===== config.mk =====
export PLATFORM = sky130hd
export DESIGN_NAME = breath_window_alarm_flat
export DESIGN_NICKNAME = d
export VERILOG_FILES = /design/src/rtl/bwa_pkg.sv /design/src/rtl/bwa_if.sv /design/src/rtl/bwa_conv.sv /design/src/rtl/bwa_cell.sv /design/src/rtl/bwa_count.sv /design/src/rtl/breath_window_alarm.sv /design/src/flat_wrapper.sv
export SDC_FILE = /design/constraint.sdc
export NUM_CORES = 1
export LEC_CHECK = 0
export ABC_AREA = 1
export ABC_CLOCK_PERIOD_IN_PS = 4100
export BUFFER_PORTS_ARGS = -buffer_cell sky130_fd_sc_hd__buf_2
export CELL_PAD_IN_SITES_DETAIL_PLACEMENT = 2
export CELL_PAD_IN_SITES_GLOBAL_PLACEMENT = 2
export CORE_MARGIN = 2
export CORE_UTILIZATION = 36
export CTS_CLUSTER_SIZE = 10
export DETAILED_ROUTE_END_ITERATION = 12
export PLACE_DENSITY = 0.79
export SKIP_LAST_GASP = 1
export SLEW_MARGIN = 30
export SYNTH_ARGS = -nofsm -noshare
export SYNTH_HDL_FRONTEND = slang
export SYNTH_SLANG_ARGS = --single-unit

===== constraint.sdc =====
create_clock -name clk -period 4.1 [get_ports clk]
set_clock_uncertainty 0.2 [all_clocks]
set_input_delay 0.205 -clock clk [delete_from_list [all_inputs] [get_ports clk]]
set_output_delay 0.205 -clock clk [all_outputs]
set_load 0.01 [all_outputs]

===== src/rtl/bwa_pkg.sv =====
package bwa_pkg;

  localparam int LONG_WINDOW_DEF  = 39;
  localparam int SHORT_WINDOW_DEF = 19;

  localparam int TICK_W      = 16;
  localparam int TEMP_W      = 9;
  localparam int RH_W        = 7;
  localparam int SHORT_LIM_W = 5;
  localparam int LONG_LIM_W  = 6;
  localparam int LEVEL_W     = 2;
  localparam int CFG_IDX_W   = 2;
  localparam int CFG_DATA_W  = 7;
  localparam int PROD_W      = 24;
  localparam int QUOT_W      = 8;
  localparam int GROUP_W     = 8;

  localparam logic [7:0]          TEMP_SCALE  = 8'd175;
  localparam logic [7:0]          RH_SCALE    = 8'd125;
  localparam logic [TEMP_W-1:0]   TEMP_OFFSET = 9'd45;
  localparam logic [QUOT_W-1:0]   RH_OFFSET   = 8'd6;
  localparam logic [QUOT_W-1:0]   RH_TOP      = 8'd106;
  localparam logic [RH_W-1:0]     RH_MAX      = 7'd100;

  localparam logic [CFG_IDX_W-1:0] REG_RH_THRESHOLD = 2'd0;
  localparam logic [CFG_IDX_W-1:0] REG_SHORT_LIMIT  = 2'd1;
  localparam logic [CFG_IDX_W-1:0] REG_LONG_LIMIT   = 2'd2;

  localparam logic [RH_W-1:0]        RH_THRESHOLD_RST = 7'd79;
  localparam logic [SHORT_LIM_W-1:0] SHORT_LIMIT_RST  = 5'd5;
  localparam logic [LONG_LIM_W-1:0]  LONG_LIMIT_RST   = 6'd10;

  localparam logic [LEVEL_W-1:0] LEVEL_NORMAL = 2'd0;
  localparam logic [LEVEL_W-1:0] LEVEL_LOW    = 2'd1;
  localparam logic [LEVEL_W-1:0] LEVEL_NONE   = 2'd2;

  localparam logic [LEVEL_W-1:0] ALARM_CALM   = 2'd0;
  localparam logic [LEVEL_W-1:0] ALARM_YELLOW = 2'd1;
  localparam logic [LEVEL_W-1:0] ALARM_RED    = 2'd2;

  typedef struct packed {
    logic short_hit;
    logic long_hit;
  } bwa_check_t;

  // floor(x / 65535) for x below 2^24: the remainder after the shift estimate
  // stays below twice the divisor, so one correction step is enough
  function automatic logic [QUOT_W-1:0] div_full_scale(input logic [PROD_W-1:0] x);
    logic [QUOT_W-1:0] q0;
    logic [16:0]       r;
    q0 = x[PROD_W-1:16];
    r  = {1'b0, x[15:0]} + {9'd0, q0};
    return (r >= 17'd65535) ? q0 + 8'd1 : q0;
  endfunction

  function automatic logic [LEVEL_W-1:0] classify(input logic [7:0] count,
                                                  input logic [7:0] limit);
    if (count == 8'd0) return LEVEL_NONE;
    if (count < limit) return LEVEL_LOW;
    return LEVEL_NORMAL;
  endfunction

  function automatic logic [LEVEL_W-1:0] level_to_alarm(input logic [LEVEL_W-1:0] level);
    logic [LEVEL_W-1:0] a;
    unique case (level)
      LEVEL_NONE: a = ALARM_RED;
      LEVEL_LOW:  a = ALARM_YELLOW;
      default:    a = ALARM_CALM;
    endcase
    return a;
  endfunction

endpackage


===== src/rtl/bwa_if.sv =====
interface bwa_in_if import bwa_pkg::*; ();
  logic              valid;
  logic              ready;
  logic [TICK_W-1:0] temp_ticks;
  logic [TICK_W-1:0] humidity_ticks;

  modport source (output valid, temp_ticks, humidity_ticks, input ready);
  modport sink   (input valid, temp_ticks, humidity_ticks, output ready);
endinterface

interface bwa_out_if import bwa_pkg::*; ();
  logic                     valid;
  logic                     ready;
  logic signed [TEMP_W-1:0] temp_celsius;
  logic [RH_W-1:0]          humidity_percent;
  logic                     short_checked;
  logic [LEVEL_W-1:0]       short_level;
  logic                     long_checked;
  logic [LEVEL_W-1:0]       long_level;
  logic [LEVEL_W-1:0]       alarm_level;

  modport source (output valid, temp_celsius, humidity_percent, short_checked, short_level,
                  long_checked, long_level, alarm_level, input ready);
  modport sink   (input valid, temp_celsius, humidity_percent, short_checked, short_level,
                  long_checked, long_level, alarm_level, output ready);
endinterface

interface bwa_cfg_if import bwa_pkg::*; ();
  logic                  valid;
  logic                  ready;
  logic [CFG_IDX_W-1:0]  index;
  logic [CFG_DATA_W-1:0] data;

  modport source (output valid, index, data, input ready);
  modport sink   (input valid, index, data, output ready);
endinterface


===== src/rtl/bwa_conv.sv =====
module bwa_conv import bwa_pkg::*; (
  input  logic                     clk,
  input  logic                     load,
  input  logic [TICK_W-1:0]        temp_ticks,
  input  logic [TICK_W-1:0]        humidity_ticks,
  output logic signed [TEMP_W-1:0] temp_celsius,
  output logic [RH_W-1:0]          humidity_percent
);

  logic [PROD_W-1:0] prod_temp;
  logic [PROD_W-1:0] prod_rh;
  logic [QUOT_W-1:0] temp_q;
  logic [QUOT_W-1:0] rh_q;

  always_ff @(posedge clk) begin
    if (load) begin
      prod_temp <= PROD_W'(temp_ticks) * PROD_W'(TEMP_SCALE);
      prod_rh   <= PROD_W'(humidity_ticks) * PROD_W'(RH_SCALE);
    end
  end

  always_comb begin
    temp_q       = div_full_scale(prod_temp);
    rh_q         = div_full_scale(prod_rh);
    temp_celsius = $signed({1'b0, temp_q}) - $signed(TEMP_OFFSET);
    if (rh_q < RH_OFFSET) begin
      humidity_percent = '0;
    end else if (rh_q > RH_TOP) begin
      humidity_percent = RH_MAX;
    end else begin
      humidity_percent = RH_W'(rh_q - RH_OFFSET);
    end
  end

endmodule


===== src/rtl/bwa_cell.sv =====
module bwa_cell import bwa_pkg::*; (
  input  logic            clk,
  input  logic            rst,
  input  logic            shift,
  input  logic [RH_W-1:0] d,
  input  logic [RH_W-1:0] threshold,
  output logic [RH_W-1:0] q,
  output logic            above
);

  always_ff @(posedge clk) begin
    if (rst) begin
      q <= '0;
    end else if (shift) begin
      q <= d;
    end
  end

  // compare on the value entering the cell, so the flag matches the shifted history
  assign above = d > threshold;

endmodule


===== src/rtl/bwa_count.sv =====
module bwa_count import bwa_pkg::*; #(
  parameter int LONG_WINDOW  = LONG_WINDOW_DEF,
  parameter int SHORT_WINDOW = SHORT_WINDOW_DEF,
  localparam int CW = $clog2(LONG_WINDOW + 1)
) (
  input  logic                   clk,
  input  logic                   load,
  input  logic [LONG_WINDOW-1:0] flags,
  output logic [CW-1:0]          short_count,
  output logic [CW-1:0]          long_count
);

  localparam int SPAN  = (SHORT_WINDOW < LONG_WINDOW) ? SHORT_WINDOW : LONG_WINDOW;
  localparam int NG    = (LONG_WINDOW + GROUP_W - 1) / GROUP_W;
  localparam int PAD_W = NG * GROUP_W;
  localparam int GCW   = $clog2(GROUP_W + 1);

  logic [PAD_W-1:0] flags_pad;
  logic [GCW-1:0]   grp_long_next  [NG];
  logic [GCW-1:0]   grp_short_next [NG];
  logic [GCW-1:0]   grp_long       [NG];
  logic [GCW-1:0]   grp_short      [NG];

  always_comb begin
    flags_pad = PAD_W'(flags);
    for (int g = 0; g < NG; g++) begin
      grp_long_next[g]  = '0;
      grp_short_next[g] = '0;
      for (int j = 0; j < GROUP_W; j++) begin
        if (flags_pad[g * GROUP_W + j]) begin
          grp_long_next[g] = grp_long_next[g] + GCW'(1);
          if (g * GROUP_W + j < SPAN) begin
            grp_short_next[g] = grp_short_next[g] + GCW'(1);
          end
        end
      end
    end
  end

  always_ff @(posedge clk) begin
    if (load) begin
      grp_long  <= grp_long_next;
      grp_short <= grp_short_next;
    end
  end

  always_comb begin
    short_count = '0;
    long_count  = '0;
    for (int g = 0; g < NG; g++) begin
      short_count = short_count + CW'(grp_short[g]);
      long_count  = long_count + CW'(grp_long[g]);
    end
  end

endmodule


===== src/rtl/breath_window_alarm.sv =====
// Breath window alarm. Takes one sensor reading per cycle while the result side
// is not stalled, and gives one result per reading. The pipeline is a multiply
// stage, a stage that finishes the unit conversion and shifts the humidity
// history (a row of cells, one sample each), a stage that counts samples above
// threshold in groups of eight, and the output register that sums the groups,
// classifies and updates the latched alarm. The history clears at reset; no
// clearing pass is needed. Configuration writes are always taken. The threshold
// is used at the history stage and the limits at the output stage, so write only
// with no reading in flight.
module breath_window_alarm import bwa_pkg::*; #(
  parameter int LONG_WINDOW  = LONG_WINDOW_DEF,
  parameter int SHORT_WINDOW = SHORT_WINDOW_DEF
) (
  input logic       clk,
  input logic       rst,
  bwa_in_if.sink    samples,
  bwa_out_if.source results,
  bwa_cfg_if.sink   cfg
);

  localparam int PW = $clog2(LONG_WINDOW + 1);
  localparam int CW = $clog2(LONG_WINDOW + 1);

  // configuration
  logic [RH_W-1:0]        rh_threshold;
  logic [SHORT_LIM_W-1:0] short_low_limit;
  logic [LONG_LIM_W-1:0]  long_low_limit;

  assign cfg.ready = 1'b1;

  always_ff @(posedge clk) begin
    if (rst) begin
      rh_threshold    <= RH_THRESHOLD_RST;
      short_low_limit <= SHORT_LIMIT_RST;
      long_low_limit  <= LONG_LIMIT_RST;
    end else if (cfg.valid) begin
      unique case (cfg.index)
        REG_RH_THRESHOLD: rh_threshold    <= cfg.data;
        REG_SHORT_LIMIT:  short_low_limit <= cfg.data[SHORT_LIM_W-1:0];
        REG_LONG_LIMIT:   long_low_limit  <= cfg.data[LONG_LIM_W-1:0];
        default: ;
      endcase
    end
  end

  // stage handshake
  logic v1, v2, v3, v4;
  logic rdy1, rdy2, rdy3, rdy4;

  assign rdy4 = !v4 || results.ready;
  assign rdy3 = !v3 || rdy4;
  assign rdy2 = !v2 || rdy3;
  assign rdy1 = !v1 || rdy2;
  assign samples.ready = rdy1;

  always_ff @(posedge clk) begin
    if (rst) begin
      v1 <= 1'b0;
      v2 <= 1'b0;
      v3 <= 1'b0;
      v4 <= 1'b0;
    end else begin
      if (rdy1) v1 <= samples.valid;
      if (rdy2) v2 <= v1;
      if (rdy3) v3 <= v2;
      if (rdy4) v4 <= v3;
    end
  end

  // stage 1: multiply; stage 2 input: converted values
  logic signed [TEMP_W-1:0] temp_conv;
  logic [RH_W-1:0]          rh_conv;
  logic                     shift;

  assign shift = v1 && rdy2;

  bwa_conv u_conv (
    .clk              (clk),
    .load             (samples.valid && rdy1),
    .temp_ticks       (samples.temp_ticks),
    .humidity_ticks   (samples.humidity_ticks),
    .temp_celsius     (temp_conv),
    .humidity_percent (rh_conv)
  );

  // history cells
  logic [RH_W-1:0]        hist [LONG_WINDOW];
  logic [LONG_WINDOW-1:0] above;

  for (genvar i = 0; i < LONG_WINDOW; i++) begin : g_cell
    bwa_cell u_cell (
      .clk       (clk),
      .rst       (rst),
      .shift     (shift),
      .d         ((i == 0) ? rh_conv : hist[(i == 0) ? 0 : i - 1]),
      .threshold (rh_threshold),
      .q         (hist[i]),
      .above     (above[i])
    );
  end

  // phase counter advances with the history
  logic [PW-1:0] phase;
  bwa_check_t    check_next;

  always_comb begin
    check_next.short_hit = (int'(phase) == SHORT_WINDOW) || (int'(phase) == LONG_WINDOW);
    check_next.long_hit  = int'(phase) == LONG_WINDOW;
  end

  always_ff @(posedge clk) begin
    if (rst) begin
      phase <= '0;
    end else if (shift) begin
      phase <= check_next.long_hit ? '0 : phase + PW'(1);
    end
  end

  // stage 2 registers
  logic signed [TEMP_W-1:0] temp2;
  logic [RH_W-1:0]          rh2;
  logic [LONG_WINDOW-1:0]   flags2;
  bwa_check_t               check2;

  always_ff @(posedge clk) begin
    if (shift) begin
      temp2  <= temp_conv;
      rh2    <= rh_conv;
      flags2 <= above;
      check2 <= check_next;
    end
  end

  // stage 3: group counts
  logic signed [TEMP_W-1:0] temp3;
  logic [RH_W-1:0]          rh3;
  bwa_check_t               check3;
  logic [CW-1:0]            short_count;
  logic [CW-1:0]            long_count;

  bwa_count #(
    .LONG_WINDOW  (LONG_WINDOW),
    .SHORT_WINDOW (SHORT_WINDOW)
  ) u_count (
    .clk         (clk),
    .load        (v2 && rdy3),
    .flags       (flags2),
    .short_count (short_count),
    .long_count  (long_count)
  );

  always_ff @(posedge clk) begin
    if (v2 && rdy3) begin
      temp3  <= temp2;
      rh3    <= rh2;
      check3 <= check2;
    end
  end

  // stage 4: classify and latch alarm
  logic [LEVEL_W-1:0] alarm;
  logic [LEVEL_W-1:0] alarm_next;
  logic [LEVEL_W-1:0] short_level_next;
  logic [LEVEL_W-1:0] long_level_next;
  logic               load4;

  assign load4 = v3 && rdy4;

  always_comb begin
    short_level_next = LEVEL_NORMAL;
    long_level_next  = LEVEL_NORMAL;
    alarm_next       = alarm;
    if (check3.short_hit) begin
      short_level_next = classify(8'(short_count), 8'(short_low_limit));
      alarm_next       = level_to_alarm(short_level_next);
    end
    if (check3.long_hit) begin
      long_level_next = classify(8'(long_count), 8'(long_low_limit));
      alarm_next      = level_to_alarm(long_level_next);
    end
  end

  always_ff @(posedge clk) begin
    if (rst) begin
      alarm <= ALARM_CALM;
    end else if (load4) begin
      alarm <= alarm_next;
    end
  end

  always_ff @(posedge clk) begin
    if (load4) begin
      results.temp_celsius     <= temp3;
      results.humidity_percent <= rh3;
      results.short_checked    <= check3.short_hit;
      results.short_level      <= short_level_next;
      results.long_checked     <= check3.long_hit;
      results.long_level       <= long_level_next;
      results.alarm_level      <= alarm_next;
    end
  end

  assign results.valid = v4;

  // checks
  a_phase_range: assert property (@(posedge clk) disable iff (rst)
    int'(phase) <= LONG_WINDOW)
    else $error("phase counter past long window");

  a_long_implies_short: assert property (@(posedge clk) disable iff (rst)
    results.valid && results.long_checked |-> results.short_checked)
    else $error("long check without short check");

  a_alarm_long: assert property (@(posedge clk) disable iff (rst)
    results.valid && results.long_checked |->
      results.alarm_level == level_to_alarm(results.long_level))
    else $error("alarm does not follow long check");

  a_alarm_short: assert property (@(posedge clk) disable iff (rst)
    results.valid && results.short_checked && !results.long_checked |->
      results.alarm_level == level_to_alarm(results.short_level))
    else $error("alarm does not follow short check");

  a_alarm_held: assert property (@(posedge clk) disable iff (rst)
    load4 && !check3.short_hit |=> alarm == $past(alarm))
    else $error("alarm changed without a check");

endmodule

===== src/flat_wrapper.sv =====
// flat-port wrapper written by rule: the top's interface ports become plain ports
module breath_window_alarm_flat import bwa_pkg::*;
#(
  parameter int LONG_WINDOW  = LONG_WINDOW_DEF,
  parameter int SHORT_WINDOW = SHORT_WINDOW_DEF
)
  (clk, rst, samples_valid, samples_temp_ticks, samples_humidity_ticks, samples_ready, results_valid, results_temp_celsius, results_humidity_percent, results_short_checked, results_short_level, results_long_checked, results_long_level, results_alarm_level, results_ready, cfg_valid, cfg_index, cfg_data, cfg_ready);
  bwa_in_if samples_i ();
  bwa_out_if results_i ();
  bwa_cfg_if cfg_i ();
  input logic clk;
  input logic rst;
  input wire logic [$bits(samples_i.valid)-1:0] samples_valid;
  input wire logic [$bits(samples_i.temp_ticks)-1:0] samples_temp_ticks;
  input wire logic [$bits(samples_i.humidity_ticks)-1:0] samples_humidity_ticks;
  output wire logic [$bits(samples_i.ready)-1:0] samples_ready;
  output wire logic [$bits(results_i.valid)-1:0] results_valid;
  output wire logic [$bits(results_i.temp_celsius)-1:0] results_temp_celsius;
  output wire logic [$bits(results_i.humidity_percent)-1:0] results_humidity_percent;
  output wire logic [$bits(results_i.short_checked)-1:0] results_short_checked;
  output wire logic [$bits(results_i.short_level)-1:0] results_short_level;
  output wire logic [$bits(results_i.long_checked)-1:0] results_long_checked;
  output wire logic [$bits(results_i.long_level)-1:0] results_long_level;
  output wire logic [$bits(results_i.alarm_level)-1:0] results_alarm_level;
  input wire logic [$bits(results_i.ready)-1:0] results_ready;
  input wire logic [$bits(cfg_i.valid)-1:0] cfg_valid;
  input wire logic [$bits(cfg_i.index)-1:0] cfg_index;
  input wire logic [$bits(cfg_i.data)-1:0] cfg_data;
  output wire logic [$bits(cfg_i.ready)-1:0] cfg_ready;
  assign samples_i.valid = samples_valid;
  assign samples_i.temp_ticks = samples_temp_ticks;
  assign samples_i.humidity_ticks = samples_humidity_ticks;
  assign samples_ready = samples_i.ready;
  assign results_valid = results_i.valid;
  assign results_temp_celsius = results_i.temp_celsius;
  assign results_humidity_percent = results_i.humidity_percent;
  assign results_short_checked = results_i.short_checked;
  assign results_short_level = results_i.short_level;
  assign results_long_checked = results_i.long_checked;
  assign results_long_level = results_i.long_level;
  assign results_alarm_level = results_i.alarm_level;
  assign results_i.ready = results_ready;
  assign cfg_i.valid = cfg_valid;
  assign cfg_i.index = cfg_index;
  assign cfg_i.data = cfg_data;
  assign cfg_ready = cfg_i.ready;
  breath_window_alarm #(.LONG_WINDOW(LONG_WINDOW), .SHORT_WINDOW(SHORT_WINDOW)) u_core (.clk(clk), .rst(rst), .samples(samples_i), .results(results_i), .cfg(cfg_i));
endmodule

==> results.ini <==
[grt]
grt.met3_usage_pct = 2.71
grt_pass1_wl_um = 163000
grt-ovfl-total = 0
met1_usage_pct = 25.5
grt_use_total_pct = 22.2
grt_start_max_net_pins = 153
antenna_found_initial = 0
use_met2_pct = 42.7
top_usage_layer = met2
grt_pass1_vias = 31400

[yosys]
synth_fp_nets = 4442
async_reset_ff_share_pct = 0
synth_area_leader_cell = dfxtp_1
synth_ff_type = dfxtp_1
synthTopCellsByCount = 648 x nor2_1, 524 x inv_1, 470 x ha_1
netlist_area_um2 = 31800
synth_adder_area_share_pct = 26.0
synth.most_common_cell = nor2_1
yosysUniqueCellTypes = 46
synth_top_family_by_area = adder cells
synthCells = 3807
syn_avg_cell_area_um2 = 8.34
synth.yosys.seq_area_share_pct = 34.6
netlist.area_leader.share_pct = 18.7
yosys.area_share.simple_pct = 17.2
ys_ff_latch = 465
yosys-top-cells-area = dfxtp_1 19%, ha_1 19%, edfxtp_1 16%
synth_edf_count = 169
yosysWarnings = 0
synth_mux_area_share_pct = 0
synth_compound_area_share_pct = 11.9
synth_xor_area_share_pct = 2.95

[status]
outcome = finished with violations
violations = negative setup slack

[pwr]
ir_drop_mv = 0.371
powerDensity_nw_per_um2 = 574
finalPower_mw = 21.8
leakage_nw = 17.9

[floorplan]
ios = 73
rows = 108
start_util_pct = 36.4
die_h_um = 301
chipWidth_um = 301
die_area_um2 = 90600
core_um2 = 87200

[clock_tree]
clk_pin_slew_worst_paths_ns = 0.06
cts_buffers = 58
root_buffer = clkbuf_16
cts.sinks = 465
htreeDepth = 2
cts_tree = done
insertion_delay_ns = 0.66
cts_buffer_depth = 3

[placed_design]
portBuffers = 71
place_hpwl_um = 70700
gp_congestion = 0.803

[cells_and_area]
area_delta_synth_final_pct = 19.8
n_antenna_cell = 0
finalNetCount = 4750
layout-drive-gt1-share_pct = 14.0

[sta]
fin_ws_ns = -0.386
final_max_slew_viol_count = 0
hold_viol = 0
finalCriticalPeriod_ns = 4.49
setup-tns-final_ns = -1.59
max-slew-margin-rel_pct = 45.4
fin_crit_sh_pct = 109
finalSetupViolCount = 7
grt_setup_unrepaired = true
worst_pin_slew_ns = 0.819
max_freq_mhz = 223

[worst_setup_path]
cp_max_fo = 2
required_ns = 4.47
start_kind = register
worstSetupPathType = reg -> reg
cp.arrival_ns = 4.86
endpoint_kind = register

[routing]
vias_per_cell = 5.14
first_pass_iters = 7
vias = 27400
wl_per_cell_um = 19.3
remaining_drc_errors = 0
wirelength_um = 103000
first_iter_violations = 1066
ant_nets = 0

[job]
drv_cap = 0

[hold_path]
min_path_type = in -> reg

power breakdown:
| group | internal, mW | total (mW) | switching [mW] |
|---|---|---|---|
| combinational | 4.77 | 10.8 | 6.07 |
| clock | 2.82 | 4.95 | 2.13 |
| sequential | 5.60 | 6.05 | 0.452 |
metrics by stage:
step / std cells / cell area (um^2) / utilization [%] / hold WS, ns / setup WS, ns
after floorplan: 3807 / 31900 / - / 0.104 / -0.214
after global placement: 5148 / 35000 / 40.1 / 0.201 / -0.458
after detailed placement: 5149 / 35000 / 40.1 / 0.207 / -0.632
after CTS: 5306 / 37600 / 43.2 / 0.0207 / -0.268
after global routing: 5320 / 38000 / 43.7 / 0.0760 / -0.544
final: 5320 / 38000 / 43.7 / 0.0663 / -0.386
cell type report:
type	instances	area [um^2]
clock buffer	100	1710
clock inverter	10	98.8
fill	9703	49100
inverter	525	1990
multi-input combinational	2726	19300
sequential	465	11000
tap	1155	1450
timing repair buffer	339	2520
worst max-delay path, cell delays in order (launching register included):
cell and delay (ns):
edfxtp_1 0.42, ha_4 0.20, fa_2 0.60, inv_2 0.05, fa_1 0.49, inv_1 0.06
fa_1 0.45, ha_2 0.21, fa_2 0.35, nand3_2 0.08, nand2_2 0.08, xnor2_2 0.23
inv_2 0.08, ha_4 0.23, a21oi_2 0.15, o21ai_2 0.07, a21oi_2 0.16, nand3_2 0.11
o21ai_2 0.09, o21ai_2 0.06, inv_1 0.05
kinds of logic after synthesis:
group | Yosys count
compound gates | 682
other cells | 1
fa+ha+maj | 589
flops | 465
xor+xnor | 107
simple gates | 1346
buf+inv | 617
worst paths after layout:
kind / from / end / slack (ns) / cells past startpoint
min: samples_humidity_ticks[3] / u_core.u_conv.prod_rh[3] / 0.07 / 4
max: u_core.u_count.grp_short[12] / u_core.alarm[0] / -0.39 / 20
max reg2reg: u_core.u_count.grp_short[12] / u_core.alarm[0] / -0.39 / 20
min reg2reg: u_core.rh2[1] / u_core.rh3[1] / 0.22 / 0
routing by layer:
metal / up-vias / wire length (um) / share of wire [%]
li1: 13200 / - / -
met1: 13700 / 42500 / 41
met2: 314 / 55000 / 54
met3: 163 / 2590 / 2.5
met4: 0 / 2570 / 2.5
met5: - / 0 / 0
layout by cell type, fill, tap and decap left out, types with 9 or more instances in the layout:
| cell type | count |
|---|---|
| o21ai_1 | 10 |
| inv_1 | 503 |
| edfxtp_1 | 169 |
| o21bai_1 | 21 |
| nand2_2 | 38 |
| nand2_1 | 439 |
| nand4_1 | 32 |
| nor2_1 | 636 |
| fa_1 | 113 |
| dlygate4sd3_1 | 27 |
| nor2_2 | 10 |
| xor2_1 | 67 |
| nand3_2 | 17 |
| ha_4 | 23 |
| dfxtp_1 | 295 |
| o21ai_0 | 329 |
| o21ai_2 | 11 |
| buf_2 | 71 |
| clkbuf_16 | 58 |
| clkbuf_8 | 10 |
| a32oi_1 | 18 |
| o21a_1 | 12 |
| a22oi_1 | 15 |
| nor3_1 | 47 |
| a21oi_1 | 191 |
| clkbuf_1 | 32 |
| buf_4 | 232 |
| xnor2_1 | 31 |
| o211ai_1 | 12 |
| ha_1 | 444 |
| a21oi_2 | 18 |
| nand3_1 | 95 |
| a31oi_1 | 10 |
| a211oi_1 | 9 |
| inv_2 | 19 |
sequential cells by signal (all words and copies together) (netlist names), 2 cells and up:
register	cells
u_core.rh3	7
u_core.u_count.grp_short	11
u_core.temp3	9
u_core.rh2	7
u_core.results.temp_celsius	9
u_core.results.humidity_percent	7
u_core.results.short_level	2
u_core.phase	6
u_core.u_conv.prod_rh	23
u_core.u_count.grp_long	12
u_core.g_cell.u_cell.q	266
u_core.results.long_level	2
u_core.check2	2
u_core.results.alarm_level	2
u_core.rh_threshold	7
u_core.short_low_limit	5
u_core.temp2	9
u_core.u_conv.prod_temp	24
u_core.alarm	2
u_core.long_low_limit	6
u_core.flags2	39
u_core.check3	2
what timing repair did:
action,CTS,global route
gates cloned,1,0
hold buffers,27,0
gates resized for setup,97,62
hold endpoints to repair,36,0
pin swaps,57,59
buffers inserted,19,14
setup endpoints to repair,16,33
No activity file was read; power rests on OpenSTA's default activity.
